$ cat config.mk
export PLATFORM = sky130hd
export DESIGN_NAME = dvp_camera_frame_capture_top_flat
export DESIGN_NICKNAME = d
export VERILOG_FILES = /design/src/hw/rtl/dvp_cap_pkg.sv /design/src/hw/rtl/dvp_cap_if.sv /design/src/hw/rtl/dvp_camera_frame_capture_top.sv /design/src/flat_wrapper.sv
export VERILOG_INCLUDE_DIRS = /design/src /design/src/hw/rtl
export SDC_FILE = /design/constraint.sdc
export NUM_CORES = 1
export LEC_CHECK = 0
export ABC_AREA = 1
export BUFFER_PORTS_ARGS = -buffer_cell sky130_fd_sc_hd__buf_4
export CAP_MARGIN = 5
export CORE_ASPECT_RATIO = 1.5
export CORE_MARGIN = 2
export CORE_UTILIZATION = 60
export CTS_BUF_LIST = sky130_fd_sc_hd__clkbuf_4 sky130_fd_sc_hd__clkbuf_8
export DETAILED_ROUTE_END_ITERATION = 10
export GPL_TIMING_DRIVEN = 0
export PLACE_DENSITY = 0.83
export REMOVE_ABC_BUFFERS = 1
export SYNTH_ARGS = -nofsm -noshare
export SYNTH_HDL_FRONTEND = slang
export SYNTH_SLANG_ARGS = --single-unit
export TNS_END_PERCENT = 20
$ cat constraint.sdc
create_clock -name clk -period 3.5 [get_ports clk]
set_clock_uncertainty 0.15 [all_clocks]
set_input_delay 0.7 -clock clk [delete_from_list [all_inputs] [get_ports clk]]
set_output_delay 0.7 -clock clk [all_outputs]
set_load 0.005 [all_outputs]
$ cat src/hw/rtl/dvp_camera_frame_capture_top_defines.svh
// Assertion helpers for the camera capture block.
`ifndef DVP_CAMERA_FRAME_CAPTURE_TOP_DEFINES_SVH
`define DVP_CAMERA_FRAME_CAPTURE_TOP_DEFINES_SVH

// Same-cycle implication, checked on clk, off during reset.
`define DVP_ASSERT_NOW(label, cond, prop, msg) \
  label: assert property (@(posedge clk) disable iff (rst) (cond) |-> (prop)) \
    else $error(msg);

// Next-cycle implication, checked on clk, off during reset.
`define DVP_ASSERT_NEXT(label, cond, prop, msg) \
  label: assert property (@(posedge clk) disable iff (rst) (cond) |=> (prop)) \
    else $error(msg);

`endif

$ cat src/hw/rtl/dvp_cap_pkg.sv
package dvp_cap_pkg;

  localparam int DATA_BITS  = 8;
  localparam int COUNT_W    = 21;
  localparam int BUDGET_W   = 32;
  localparam int APB_DATA_W = 32;
  localparam int APB_ADDR_W = 5;

  localparam int unsigned TICKS_PER_UNIT        = 800;
  localparam int unsigned DEFAULT_TIMEOUT_UNITS = 500;
  localparam logic [BUDGET_W-1:0] DEFAULT_TIMEOUT =
    BUDGET_W'(DEFAULT_TIMEOUT_UNITS * TICKS_PER_UNIT);

  localparam logic [COUNT_W-1:0]  BUFFER_BYTES_RST = COUNT_W'(262144);
  localparam logic [BUDGET_W-1:0] TIMEOUT_RST      = BUDGET_W'(400000);

  typedef enum logic [1:0] {
    KIND_BYTE     = 2'd0,
    KIND_DONE     = 2'd1,
    KIND_TIMEOUT  = 2'd2,
    KIND_OVERFLOW = 2'd3
  } kind_t;

  typedef enum logic [2:0] {
    REG_VSYNC_POL  = 3'd0,
    REG_HREF_POL   = 3'd1,
    REG_PCLK_EDGE  = 3'd2,
    REG_BUF_BYTES  = 3'd3,
    REG_TIMEOUT    = 3'd4
  } reg_idx_t;

endpackage

$ cat src/hw/rtl/dvp_cap_if.sv
interface dvp_cap_in_if;
  logic                             valid;
  logic                             ready;
  logic                             func;
  logic                             pclk;
  logic                             vsync;
  logic                             href;
  logic [dvp_cap_pkg::DATA_BITS-1:0] pixel_data;

  modport source (output valid, func, pclk, vsync, href, pixel_data, input ready);
  modport sink   (input valid, func, pclk, vsync, href, pixel_data, output ready);
endinterface

interface dvp_cap_out_if;
  logic                              valid;
  logic                              ready;
  logic [1:0]                        kind;
  logic [dvp_cap_pkg::DATA_BITS-1:0] byte_value;
  logic [dvp_cap_pkg::COUNT_W-1:0]   byte_count;
  logic                              last;

  modport source (output valid, kind, byte_value, byte_count, last, input ready);
  modport sink   (input valid, kind, byte_value, byte_count, last, output ready);
endinterface

$ cat src/hw/rtl/dvp_camera_frame_capture_top.sv
// A word's result is registered and shows in the cycle after the word is accepted.
// One word per cycle unless stalled; tick work is one pass from input to result register.
// Input is stalled only while a result sits in the output register and is not taken.
// Reset (rst, synchronous, active high) puts the capture idle, clears the counters
// and loads the register defaults; no memory, so no clearing pass.
`include "dvp_camera_frame_capture_top_defines.svh"

module dvp_camera_frame_capture_top (
  input  logic                                clk,
  input  logic                                rst,
  input  logic                                psel,
  input  logic                                penable,
  input  logic                                pwrite,
  input  logic [dvp_cap_pkg::APB_ADDR_W-1:0] paddr,
  input  logic [dvp_cap_pkg::APB_DATA_W-1:0] pwdata,
  output logic [dvp_cap_pkg::APB_DATA_W-1:0] prdata,
  output logic                                pready,
  dvp_cap_in_if.sink                          samp,
  dvp_cap_out_if.source                       res
);
  import dvp_cap_pkg::*;

  typedef enum logic [2:0] {
    PH_IDLE        = 3'd0,
    PH_WAIT_INACT  = 3'd1,
    PH_WAIT_ACT    = 3'd2,
    PH_WAIT_INACT2 = 3'd3,
    PH_CAPTURE     = 3'd4
  } phase_t;

  // configuration
  logic                vsync_pol;
  logic                href_pol;
  logic                sample_on_rising;
  logic [COUNT_W-1:0]  buffer_bytes;
  logic [BUDGET_W-1:0] timeout_ticks;

  // capture state
  phase_t              phase, phase_next;
  logic                prev_pclk, prev_pclk_next;
  logic [BUDGET_W-1:0] budget_left, budget_left_next;
  logic [COUNT_W-1:0]  bytes_taken, bytes_taken_next;

  // result register
  logic                out_valid;
  kind_t               out_kind;
  logic [DATA_BITS-1:0] out_value;
  logic [COUNT_W-1:0]  out_count;
  logic                out_last;

  logic                emit;
  kind_t               kind_next;
  logic [DATA_BITS-1:0] value_next;
  logic [COUNT_W-1:0]  count_next;
  logic                last_next;

  logic                in_take;
  logic                cfg_wr;
  reg_idx_t            cfg_idx;
  logic                vs_active, hr_active, pclk_edge, waiting, take_byte;

  assign pready  = 1'b1;
  assign cfg_wr  = psel && penable && pwrite && pready;
  assign cfg_idx = reg_idx_t'(paddr[APB_ADDR_W-1:2]);

  always_comb begin
    prdata = '0;
    unique case (cfg_idx)
      REG_VSYNC_POL: prdata = APB_DATA_W'(vsync_pol);
      REG_HREF_POL:  prdata = APB_DATA_W'(href_pol);
      REG_PCLK_EDGE: prdata = APB_DATA_W'(sample_on_rising);
      REG_BUF_BYTES: prdata = APB_DATA_W'(buffer_bytes);
      REG_TIMEOUT:   prdata = timeout_ticks;
      default:       prdata = '0;
    endcase
  end

  always_ff @(posedge clk) begin
    if (rst) begin
      vsync_pol         <= 1'b1;
      href_pol          <= 1'b1;
      sample_on_rising  <= 1'b1;
      buffer_bytes      <= BUFFER_BYTES_RST;
      timeout_ticks     <= TIMEOUT_RST;
    end else if (cfg_wr) begin
      unique case (cfg_idx)
        REG_VSYNC_POL: vsync_pol         <= pwdata[0];
        REG_HREF_POL:  href_pol          <= pwdata[0];
        REG_PCLK_EDGE: sample_on_rising  <= pwdata[0];
        REG_BUF_BYTES: buffer_bytes      <= pwdata[COUNT_W-1:0];
        REG_TIMEOUT:   timeout_ticks     <= pwdata;
        default: ;
      endcase
    end
  end

  // accept while the result register is free or being drained
  assign samp.ready = !out_valid || res.ready;
  assign in_take    = samp.valid && samp.ready;

  assign vs_active = (samp.vsync == vsync_pol);
  assign hr_active = (samp.href == href_pol);
  assign pclk_edge = (samp.pclk != prev_pclk) && (samp.pclk == sample_on_rising);

  always_comb begin
    phase_next       = phase;
    prev_pclk_next   = prev_pclk;
    budget_left_next = budget_left;
    bytes_taken_next = bytes_taken;
    emit             = 1'b0;
    kind_next        = KIND_BYTE;
    value_next       = '0;
    count_next       = '0;
    last_next        = 1'b0;
    waiting          = 1'b0;
    take_byte        = 1'b0;

    if (samp.func) begin
      // rearm; pins ignored
      budget_left_next = (timeout_ticks == '0) ? DEFAULT_TIMEOUT : timeout_ticks;
      bytes_taken_next = '0;
      phase_next       = PH_WAIT_INACT;
    end else begin
      prev_pclk_next = samp.pclk;
      unique case (phase)
        PH_WAIT_INACT: begin
          if (!vs_active) phase_next = PH_WAIT_ACT;
          else waiting = 1'b1;
        end
        PH_WAIT_ACT: begin
          if (vs_active) phase_next = PH_WAIT_INACT2;
          else waiting = 1'b1;
        end
        PH_WAIT_INACT2: begin
          if (!vs_active) phase_next = PH_CAPTURE;
          else waiting = 1'b1;
        end
        PH_CAPTURE: begin
          if (vs_active) begin
            phase_next = PH_IDLE;
            emit       = 1'b1;
            kind_next  = KIND_DONE;
            count_next = bytes_taken;
            last_next  = 1'b1;
          end else if (hr_active && pclk_edge) begin
            if (bytes_taken >= buffer_bytes) begin
              phase_next = PH_IDLE;
              emit       = 1'b1;
              kind_next  = KIND_OVERFLOW;
              last_next  = 1'b1;
            end else begin
              take_byte        = 1'b1;
              emit             = 1'b1;
              kind_next        = KIND_BYTE;
              value_next       = samp.pixel_data;
              count_next       = bytes_taken;
              bytes_taken_next = bytes_taken + COUNT_W'(1);
            end
          end else begin
            waiting = 1'b1;
          end
        end
        default: phase_next = PH_IDLE;
      endcase

      if (waiting) begin
        if (budget_left == '0) begin
          phase_next = PH_IDLE;
          emit       = 1'b1;
          kind_next  = KIND_TIMEOUT;
          last_next  = 1'b1;
        end else begin
          budget_left_next = budget_left - BUDGET_W'(1);
        end
      end
    end
  end

  always_ff @(posedge clk) begin
    if (rst) begin
      phase       <= PH_IDLE;
      prev_pclk   <= 1'b0;
      budget_left <= '0;
      bytes_taken <= '0;
      out_valid   <= 1'b0;
    end else begin
      if (in_take) begin
        phase       <= phase_next;
        prev_pclk   <= prev_pclk_next;
        budget_left <= budget_left_next;
        bytes_taken <= bytes_taken_next;
        out_valid   <= emit;
      end else if (res.ready) begin
        out_valid <= 1'b0;
      end
    end
  end

  // payload holds until the next result replaces it
  always_ff @(posedge clk) begin
    if (in_take && emit) begin
      out_kind  <= kind_next;
      out_value <= value_next;
      out_count <= count_next;
      out_last  <= last_next;
    end
  end

  assign res.valid      = out_valid;
  assign res.kind       = out_kind;
  assign res.byte_value = out_value;
  assign res.byte_count = out_count;
  assign res.last       = out_last;

  `DVP_ASSERT_NEXT(a_end_goes_idle, in_take && emit && last_next, phase == PH_IDLE, "capture end did not return to idle")
  `DVP_ASSERT_NEXT(a_count_step, in_take && take_byte, bytes_taken == $past(bytes_taken) + COUNT_W'(1), "byte count did not advance")
  `DVP_ASSERT_NOW(a_last_kind, out_valid, out_last == (out_kind != KIND_BYTE), "last flag disagrees with result kind")

endmodule
$ cat src/flat_wrapper.sv
// flat-port wrapper written by rule: the top's interface ports become plain ports
module dvp_camera_frame_capture_top_flat import dvp_cap_pkg::*;
  (clk, rst, psel, penable, pwrite, paddr, pwdata, prdata, pready, samp_valid, samp_func, samp_pclk, samp_vsync, samp_href, samp_pixel_data, samp_ready, res_valid, res_kind, res_byte_value, res_byte_count, res_last, res_ready);
  dvp_cap_in_if samp_i ();
  dvp_cap_out_if res_i ();
  input  logic clk;
  input  logic rst;
  input  logic psel;
  input  logic penable;
  input  logic pwrite;
  input  logic [dvp_cap_pkg::APB_ADDR_W-1:0] paddr;
  input  logic [dvp_cap_pkg::APB_DATA_W-1:0] pwdata;
  output logic [dvp_cap_pkg::APB_DATA_W-1:0] prdata;
  output logic pready;
  input wire logic [$bits(samp_i.valid)-1:0] samp_valid;
  input wire logic [$bits(samp_i.func)-1:0] samp_func;
  input wire logic [$bits(samp_i.pclk)-1:0] samp_pclk;
  input wire logic [$bits(samp_i.vsync)-1:0] samp_vsync;
  input wire logic [$bits(samp_i.href)-1:0] samp_href;
  input wire logic [$bits(samp_i.pixel_data)-1:0] samp_pixel_data;
  output wire logic [$bits(samp_i.ready)-1:0] samp_ready;
  output wire logic [$bits(res_i.valid)-1:0] res_valid;
  output wire logic [$bits(res_i.kind)-1:0] res_kind;
  output wire logic [$bits(res_i.byte_value)-1:0] res_byte_value;
  output wire logic [$bits(res_i.byte_count)-1:0] res_byte_count;
  output wire logic [$bits(res_i.last)-1:0] res_last;
  input wire logic [$bits(res_i.ready)-1:0] res_ready;
  assign samp_i.valid = samp_valid;
  assign samp_i.func = samp_func;
  assign samp_i.pclk = samp_pclk;
  assign samp_i.vsync = samp_vsync;
  assign samp_i.href = samp_href;
  assign samp_i.pixel_data = samp_pixel_data;
  assign samp_ready = samp_i.ready;
  assign res_valid = res_i.valid;
  assign res_kind = res_i.kind;
  assign res_byte_value = res_i.byte_value;
  assign res_byte_count = res_i.byte_count;
  assign res_last = res_i.last;
  assign res_i.ready = res_ready;
  dvp_camera_frame_capture_top u_core (.clk(clk), .rst(rst), .psel(psel), .penable(penable), .pwrite(pwrite), .paddr(paddr), .pwdata(pwdata), .prdata(prdata), .pready(pready), .samp(samp_i), .res(res_i));
endmodule
==> impl_results.html, run 1 <==
<table>
<tr><th>Metric</th><th>Value</th></tr>
<tr><th colspan="2">Clocking</th></tr>
<tr><td>Cell at the root of the clock tree</td><td>sky130_fd_sc_hd__clkbuf_8</td></tr>
<tr><td>Htree depth</td><td>4</td></tr>
<tr><td>Clock sink total</td><td>146</td></tr>
<tr><td>Number of buffers inserted during clock tree synthesis</td><td>17</td></tr>
<tr><td>TritonCTS clock tree</td><td>built</td></tr>
<tr><td>Post-CTS setup buffer count</td><td>0</td></tr>
<tr><td>Worst-Skew Late Latency</td><td>450 ps</td></tr>
<tr><td>Clk slew on worst S/H paths</td><td>80 ps</td></tr>
<tr><td>Number of buffers on the longest clock path</td><td>2</td></tr>
<tr><th colspan="2">Die</th></tr>
<tr><td>I/O pin count</td><td>123</td></tr>
<tr><td>Vertical die dimension</td><td>147.3 microns</td></tr>
<tr><td>Floorplan die area</td><td>0.01466 sq mm</td></tr>
<tr><td>Die X-Extent</td><td>99.54 microns</td></tr>
<tr><td>Initial Util</td><td>61.00%</td></tr>
<tr><td>Core area</td><td>0.01347 sq mm</td></tr>
<tr><td>Rows</td><td>52</td></tr>
<tr><th colspan="2">Yosys</th></tr>
<tr><td>Register bit count reported by yosys</td><td>146</td></tr>
<tr><td>Synth async-reset ratio</td><td>0%</td></tr>
<tr><td>Average cell area after synthesis</td><td>6.980 sq um</td></tr>
<tr><td>Number of library cell types mapped by synthesis</td><td>43</td></tr>
<tr><td>Number of instances in the synthesized netlist</td><td>1177</td></tr>
<tr><td>Post-synth EDFFs</td><td>32</td></tr>
<tr><td>Summed instance area of the synthesized netlist</td><td>0.008215 sq mm</td></tr>
<tr><td>Dominant synthesized flop cell</td><td>sky130_fd_sc_hd__dfxtp_1</td></tr>
<tr><td>Portion of the post-synthesis area used by sequential elements</td><td>39.48%</td></tr>
<tr><td>Synthesis Warnings</td><td>0</td></tr>
<tr><th colspan="2">Critical path</th></tr>
<tr><td>Startpoint of the worst setup timing path</td><td>samp_func</td></tr>
<tr><td>Category of the worst setup path capture point</td><td>register</td></tr>
<tr><td>Critical path class</td><td>in -&gt; reg</td></tr>
<tr><td>Data required, critical path</td><td>3670 ps</td></tr>
<tr><td>Highest fanout seen on the critical path</td><td>53</td></tr>
<tr><td>Critical Path Source Type</td><td>primary input</td></tr>
<tr><td>Data arrival time at the worst-slack endpoint</td><td>3410 ps</td></tr>
<tr><td>Origin of the critical flop-to-flop path</td><td>u_core.bytes_taken[0]</td></tr>
<tr><th colspan="2">Timing</th></tr>
<tr><td>RSZ-0062 raised after global routing</td><td>yes</td></tr>
<tr><td>Clock period minus final worst setup slack</td><td>3242 ps</td></tr>
<tr><td>Final worst hold slack</td><td>335.4 ps</td></tr>
<tr><td>Max-slew violation total from the final report</td><td>0</td></tr>
<tr><td>Relative max-transition margin</td><td>10.92%</td></tr>
<tr><td>Highest clock rate</td><td>0.3084 GHz</td></tr>
<tr><td>Fin worst setup slack</td><td>257.6 ps</td></tr>
<tr><td>Setup Viol. Count Final</td><td>0</td></tr>
<tr><td>Pin slew with the least headroom to its limit</td><td>1335 ps</td></tr>
<tr><td>Final hold violation count</td><td>0</td></tr>
<tr><td>Period utilisation layout</td><td>92.64%</td></tr>
<tr><td>Setup Total Neg Slack</td><td>0 ps</td></tr>
<tr><th colspan="2">Routing</th></tr>
<tr><td>Vias per inst</td><td>5.697</td></tr>
<tr><td>Starting DRT DRC Count</td><td>526</td></tr>
<tr><td>Routed wirelength normalized by instance count</td><td>15.61 microns</td></tr>
<tr><td>Drt first pass iters</td><td>6</td></tr>
<tr><td>Remaining antenna violation count</td><td>0</td></tr>
<tr><td>DRC Markers</td><td>0</td></tr>
<tr><td>Total wire length</td><td>22500 microns</td></tr>
<tr><td>DR vias</td><td>8209</td></tr>
<tr><th colspan="2">Cells and area</th></tr>
<tr><td>Post-Route Utilization</td><td>70.74%</td></tr>
<tr><td>Antenna diodes</td><td>0</td></tr>
<tr><td>FF/Latch Area</td><td>0.003243 sq mm</td></tr>
<tr><td>Filler Cell Count</td><td>1155</td></tr>
<tr><td>Final standard cell count with taps included and fillers excluded</td><td>1441</td></tr>
<tr><td>Post-route cell area</td><td>0.009527 sq mm</td></tr>
<tr><td>Proportion of layout cells with a drive suffix above 1</td><td>13.68%</td></tr>
<tr><td>Total area of multi-input combinational cells</td><td>0.004083 sq mm</td></tr>
<tr><td>Synthesis-to-layout area growth</td><td>15.96%</td></tr>
<tr><td>Final net count</td><td>1345</td></tr>
<tr><th colspan="2">Global routing</th></tr>
<tr><td>Pin count of the biggest net entering global routing</td><td>60</td></tr>
<tr><td>Number of antenna violations at the first check in global routing</td><td>0</td></tr>
<tr><td>Number of global-route vias before repair</td><td>7709</td></tr>
<tr><td>Remaining global-route overflow</td><td>0</td></tr>
<tr><td>Global-route total usage across every layer</td><td>30.51%</td></tr>
<tr><td>Wire length of the first global-routing pass</td><td>35680 microns</td></tr>
<tr><th colspan="2">Power</th></tr>
<tr><td>Leakage power summed over all cells</td><td>3.976 nW</td></tr>
<tr><td>Areal power density over the cells</td><td>398.2 mW/mm^2</td></tr>
<tr><td>Max rail drop VDD</td><td>258.6 uV</td></tr>
<tr><td>Tot Pwr</td><td>3.794 mW</td></tr>
<tr><th colspan="2">Placement</th></tr>
<tr><td>Post-Place Setup Slack</td><td>-601.0 ps</td></tr>
<tr><td>Number of instances in the placed design</td><td>1409</td></tr>
<tr><td>Half-perimeter wire length of the detailed placement result</td><td>16040 microns</td></tr>
<tr><td>Cell area after placement</td><td>0.009076 sq mm</td></tr>
<tr><td>Final estimated routing congestion in global placement</td><td>0.9715</td></tr>
<tr><td>IO buf count</td><td>119</td></tr>
<tr><th colspan="2">Min path</th></tr>
<tr><td>Worst Hold Launch</td><td>u_core.budget_left[1]</td></tr>
<tr><td>Worst hold path type</td><td>reg -&gt; reg</td></tr>
<tr><th colspan="2">Run</th></tr>
<tr><td>Number of max-cap violations</td><td>0</td></tr>
<tr><th colspan="2">Outcome</th></tr>
<tr><td>Outcome</td><td>completed</td></tr>
</table>
## area by class of cell
cell class                 instances  area share [%]
inverter                         161           6.383
clock buffer                      20           2.758
multi-input combinational        818           42.86
timing repair buffer             122           9.955
clock inverter                    12           1.878
sequential                       146           34.04
tap                              162           2.128
## placed cells by master, fill, tap and decap left out, types with 22 or more instances in the layout
cell	instances
sky130_fd_sc_hd__dfxtp_1	114
sky130_fd_sc_hd__o21ai_0	100
sky130_fd_sc_hd__nand3_1	89
sky130_fd_sc_hd__nand4_1	22
sky130_fd_sc_hd__nand2_1	197
sky130_fd_sc_hd__nor2_1	177
sky130_fd_sc_hd__a21oi_1	110
sky130_fd_sc_hd__inv_1	158
sky130_fd_sc_hd__buf_4	120
sky130_fd_sc_hd__ha_1	23
sky130_fd_sc_hd__edfxtp_1	32
## critical path, stage by stage
cell and delay, ps:
sky130_fd_sc_hd__buf_4 480, sky130_fd_sc_hd__inv_1 760, sky130_fd_sc_hd__nand2_1 370, sky130_fd_sc_hd__nand3_2 620, sky130_fd_sc_hd__o21ai_0 380, sky130_fd_sc_hd__a21oi_1 60
## report_power, final
group / switching (mW) / internal (mW)
Combinational: 0.338 / 0.181
Sequential: 0.0329 / 1.75
Clock: 0.674 / 0.818
## per-layer routing
layer  GRT usage (%)  wire length, microns  part of all wire, %
met1           33.37                  8376                   37
met2           55.37                 11800                   52
met3           4.662                  1137                  5.1
met4           16.85                  1185                  5.3
met5               0                     0                    0
## synth_stat cells (6+ instances only)
| master | instances | area [sq um] |
|---|---|---|
| sky130_fd_sc_hd__inv_1 | 160 | 600.6 |
| sky130_fd_sc_hd__dfxtp_1 | 114 | 2282 |
| sky130_fd_sc_hd__ha_1 | 23 | 287.8 |
| sky130_fd_sc_hd__o211ai_1 | 7 | 52.55 |
| sky130_fd_sc_hd__nor2_1 | 178 | 668.1 |
| sky130_fd_sc_hd__buf_2 | 6 | 30.03 |
| sky130_fd_sc_hd__edfxtp_1 | 32 | 960.9 |
| sky130_fd_sc_hd__o22ai_1 | 20 | 125.1 |
| sky130_fd_sc_hd__clkbuf_1 | 32 | 120.1 |
| sky130_fd_sc_hd__a21oi_1 | 110 | 550.5 |
| sky130_fd_sc_hd__xor2_1 | 21 | 183.9 |
| sky130_fd_sc_hd__o21ai_0 | 100 | 500.5 |
| sky130_fd_sc_hd__nand2_1 | 198 | 743.2 |
| sky130_fd_sc_hd__nand4_1 | 22 | 137.6 |
| sky130_fd_sc_hd__nor3_1 | 17 | 85.08 |
| sky130_fd_sc_hd__nand3_1 | 89 | 445.4 |
## flip-flops by register name, summed over array words and instances (netlist names), 2 cells and up
name / cells
u_core.res.kind: 2
u_core.buffer_bytes: 21
u_core.bytes_taken: 21
u_core.phase: 3
u_core.timeout_ticks: 32
u_core.res.byte_count: 21
u_core.res.byte_value: 8
u_core.budget_left: 32
## final timing paths
path / to / slack (ps) / cells after the start
worst min register to register: u_core.budget_left[1] / 340 / 2
worst max register to register: u_core.res.byte_count[1] / 380 / 12
worst min-delay path: u_core.budget_left[1] / 340 / 2
worst max-delay path: u_core.budget_left[4] / 260 / 6
## logic make-up (layout without fill, tap and decap cells)
logic type               count (synthesis)  count (layout)  share of synthesized area [%]
adder cells (fa/ha/maj)                 23              23                          3.503
flip-flops                             146             146                          39.48
XOR/XNOR                                26              26                          2.863
AO/OA/AOI/OAI                          250             250                          16.28
AND/OR/NAND/NOR                        518             518                          26.94
other                                    1               1                        0.04565
buffers and inverters                  213             315                          10.89
## what timing repair did
action                     4_1_cts  5_1_grt
resized for setup                1        2
hold buffers                     0        0
setup endpoints to repair       17       36
Note: power is estimated with default switching activity, not from simulation.
==> run 2, diff against run 1 <==
--- a/config.mk
+++ b/config.mk
@@ -11,11 +11,11 @@
 export CAP_MARGIN = 5
 export CORE_ASPECT_RATIO = 1.5
 export CORE_MARGIN = 2
-export CORE_UTILIZATION = 60
+export CORE_UTILIZATION = 55
 export CTS_BUF_LIST = sky130_fd_sc_hd__clkbuf_4 sky130_fd_sc_hd__clkbuf_8
 export DETAILED_ROUTE_END_ITERATION = 10
 export GPL_TIMING_DRIVEN = 0
-export PLACE_DENSITY = 0.83
+export PLACE_DENSITY = 0.77
 export REMOVE_ABC_BUFFERS = 1
 export SYNTH_ARGS = -nofsm -noshare
 export SYNTH_HDL_FRONTEND = slang
==> impl_results.html, run 2 (same netlist as run 1, synthesis figures left out) <==
<table>
<tr><th>Metric</th><th>Value</th></tr>
<tr><th colspan="2">Critical path</th></tr>
<tr><td>Critical path class</td><td>in -&gt; reg</td></tr>
<tr><td>Slack of the worst reg-to-reg path</td><td>400 ps</td></tr>
<tr><td>Highest fanout seen on the critical path</td><td>53</td></tr>
<tr><td>Category of the worst setup path capture point</td><td>register</td></tr>
<tr><td>Data arrival time at the worst-slack endpoint</td><td>3440 ps</td></tr>
<tr><td>Data required, critical path</td><td>3690 ps</td></tr>
<tr><td>Critical Path Source Type</td><td>primary input</td></tr>
<tr><th colspan="2">Power</th></tr>
<tr><td>Areal power density over the cells</td><td>392.1 mW/mm^2</td></tr>
<tr><td>Tot Pwr</td><td>3.755 mW</td></tr>
<tr><td>Leakage power summed over all cells</td><td>3.985 nW</td></tr>
<tr><td>Max rail drop VDD</td><td>243.5 uV</td></tr>
<tr><th colspan="2">Global routing</th></tr>
<tr><td>Wire length of the first global-routing pass</td><td>36600 microns</td></tr>
<tr><td>GRT met2 Usage</td><td>53.17%</td></tr>
<tr><td>Remaining global-route overflow</td><td>0</td></tr>
<tr><td>Grt peak-use layer</td><td>met2</td></tr>
<tr><td>Met1 GRT Util</td><td>30.59%</td></tr>
<tr><td>Number of antenna violations at the first check in global routing</td><td>0</td></tr>
<tr><td>Pin count of the biggest net entering global routing</td><td>57</td></tr>
<tr><td>Fraction of met3 tracks used by global routing</td><td>5.129%</td></tr>
<tr><td>Number of global-route vias before repair</td><td>7814</td></tr>
<tr><td>Global-route total usage across every layer</td><td>28.58%</td></tr>
<tr><th colspan="2">Routing</th></tr>
<tr><td>Starting DRT DRC Count</td><td>479</td></tr>
<tr><td>Drt first pass iters</td><td>5</td></tr>
<tr><td>Routed wirelength normalized by instance count</td><td>15.43 microns</td></tr>
<tr><td>DRC Markers</td><td>0</td></tr>
<tr><td>Total wire length</td><td>22770 microns</td></tr>
<tr><td>Vias per inst</td><td>5.504</td></tr>
<tr><td>DR vias</td><td>8124</td></tr>
<tr><td>Remaining antenna violation count</td><td>0</td></tr>
<tr><th colspan="2">Placement</th></tr>
<tr><td>Cell area after placement</td><td>0.009119 sq mm</td></tr>
<tr><td>Post-Place Setup Slack</td><td>-613.3 ps</td></tr>
<tr><td>Final estimated routing congestion in global placement</td><td>0.9201</td></tr>
<tr><td>IO buf count</td><td>119</td></tr>
<tr><td>Half-perimeter wire length of the detailed placement result</td><td>16180 microns</td></tr>
<tr><td>Number of instances in the placed design</td><td>1443</td></tr>
<tr><th colspan="2">Die</th></tr>
<tr><td>Rows</td><td>54</td></tr>
<tr><td>Initial Util</td><td>56.29%</td></tr>
<tr><td>Die X-Extent</td><td>103.8 microns</td></tr>
<tr><td>I/O pin count</td><td>123</td></tr>
<tr><td>Floorplan die area</td><td>0.01595 sq mm</td></tr>
<tr><td>Vertical die dimension</td><td>153.7 microns</td></tr>
<tr><td>Core area</td><td>0.01459 sq mm</td></tr>
<tr><th colspan="2">Clocking</th></tr>
<tr><td>Cell at the root of the clock tree</td><td>sky130_fd_sc_hd__clkbuf_8</td></tr>
<tr><td>Post-CTS setup buffer count</td><td>0</td></tr>
<tr><td>TritonCTS clock tree</td><td>built</td></tr>
<tr><td>Clock sink total</td><td>146</td></tr>
<tr><td>Worst-Skew Late Latency</td><td>470 ps</td></tr>
<tr><td>Number of buffers inserted during clock tree synthesis</td><td>17</td></tr>
<tr><td>Htree depth</td><td>4</td></tr>
<tr><td>Clk slew on worst S/H paths</td><td>90 ps</td></tr>
<tr><td>Number of buffers added to fix hold violations after cts</td><td>0</td></tr>
<tr><td>Number of buffers on the longest clock path</td><td>2</td></tr>
<tr><th colspan="2">Timing</th></tr>
<tr><td>Max-slew violation total from the final report</td><td>0</td></tr>
<tr><td>Clock period minus final worst setup slack</td><td>3252 ps</td></tr>
<tr><td>RSZ-0062 raised after global routing</td><td>no</td></tr>
<tr><td>Fin worst setup slack</td><td>248.0 ps</td></tr>
<tr><td>Final hold violation count</td><td>0</td></tr>
<tr><td>Pin slew with the least headroom to its limit</td><td>1283 ps</td></tr>
<tr><td>Highest clock rate</td><td>0.3075 GHz</td></tr>
<tr><td>Period utilisation layout</td><td>92.91%</td></tr>
<tr><td>Relative max-transition margin</td><td>14.38%</td></tr>
<tr><td>Setup Total Neg Slack</td><td>0 ps</td></tr>
<tr><td>Setup Viol. Count Final</td><td>0</td></tr>
<tr><td>Final worst hold slack</td><td>312.5 ps</td></tr>
<tr><th colspan="2">Cells and area</th></tr>
<tr><td>Post-route cell area</td><td>0.009577 sq mm</td></tr>
<tr><td>Antenna diodes</td><td>0</td></tr>
<tr><td>Most frequent cells in the layout</td><td>sky130_fd_sc_hd__nand2_1, sky130_fd_sc_hd__nor2_1, sky130_fd_sc_hd__inv_1, sky130_fd_sc_hd__buf_4, sky130_fd_sc_hd__dfxtp_1</td></tr>
<tr><td>Synthesis-to-layout area growth</td><td>16.57%</td></tr>
<tr><td>Most common library cell in the layout ignoring fill and taps</td><td>sky130_fd_sc_hd__nand2_1</td></tr>
<tr><td>Top Registers</td><td>u_core.budget_left: 32 flops, u_core.timeout_ticks: 32 flops</td></tr>
<tr><td>Final standard cell count with taps included and fillers excluded</td><td>1476</td></tr>
<tr><td>Post-Route Utilization</td><td>65.62%</td></tr>
<tr><td>Proportion of layout cells with a drive suffix above 1</td><td>13.67%</td></tr>
<tr><td>Final net count</td><td>1346</td></tr>
<tr><th colspan="2">Outcome</th></tr>
<tr><td>Outcome</td><td>completed</td></tr>
<tr><th colspan="2">Run</th></tr>
<tr><td>Number of max-cap violations</td><td>0</td></tr>
<tr><th colspan="2">Min path</th></tr>
<tr><td>Worst hold path type</td><td>in -&gt; reg</td></tr>
</table>
[run 2: layout make-up]
type                            instances  area, sq um
Clock inverter                         14        182.7
Fill cell                            1401         5017
Timing Repair Buffer                  123        975.9
Multi-Input combinational cell        818         4080
Sequential cell                       146         3243
Clock buffer                           18        241.5
Tap cell                              196        245.2
Inverter                              161        608.1
[run 2: final timing paths]
check | start | to | cells past startpoint
worst min register to register | u_core.phase[1] | u_core.phase[1] | 2
worst min-delay path | pwdata[12] | u_core.timeout_ticks[12] | 3
worst max-delay path | samp_func | u_core.budget_left[1] | 6
worst max register to register | u_core.bytes_taken[0] | u_core.res.byte_count[2] | 12
[run 2: report_power, final]
group,total (mW),switching [mW],internal [mW]
Clock,1.45,0.667,0.782
Combinational,0.524,0.341,0.183
Sequential,1.78,0.0330,1.75
Total,3.76,1.04,2.71
[run 2: worst max-delay path: stages]
cell and delay (ps):
sky130_fd_sc_hd__buf_4 480, sky130_fd_sc_hd__inv_1 730, sky130_fd_sc_hd__nand2_1 370, sky130_fd_sc_hd__nand3_2 640
sky130_fd_sc_hd__o21ai_0 400, sky130_fd_sc_hd__a21oi_1 60
[run 2: routing by layer]
metal	up-vias	routed length [microns]
met4	0	950
met1	3720	8371
met5	-	0
met3	69	1350
li1	4042	-
met2	293	12100
[run 2: what timing repair did]
action                                  CTS  global route
resized for setup                         1             1
pin swaps                                 0             0
endpoints found under the setup margin   17            32
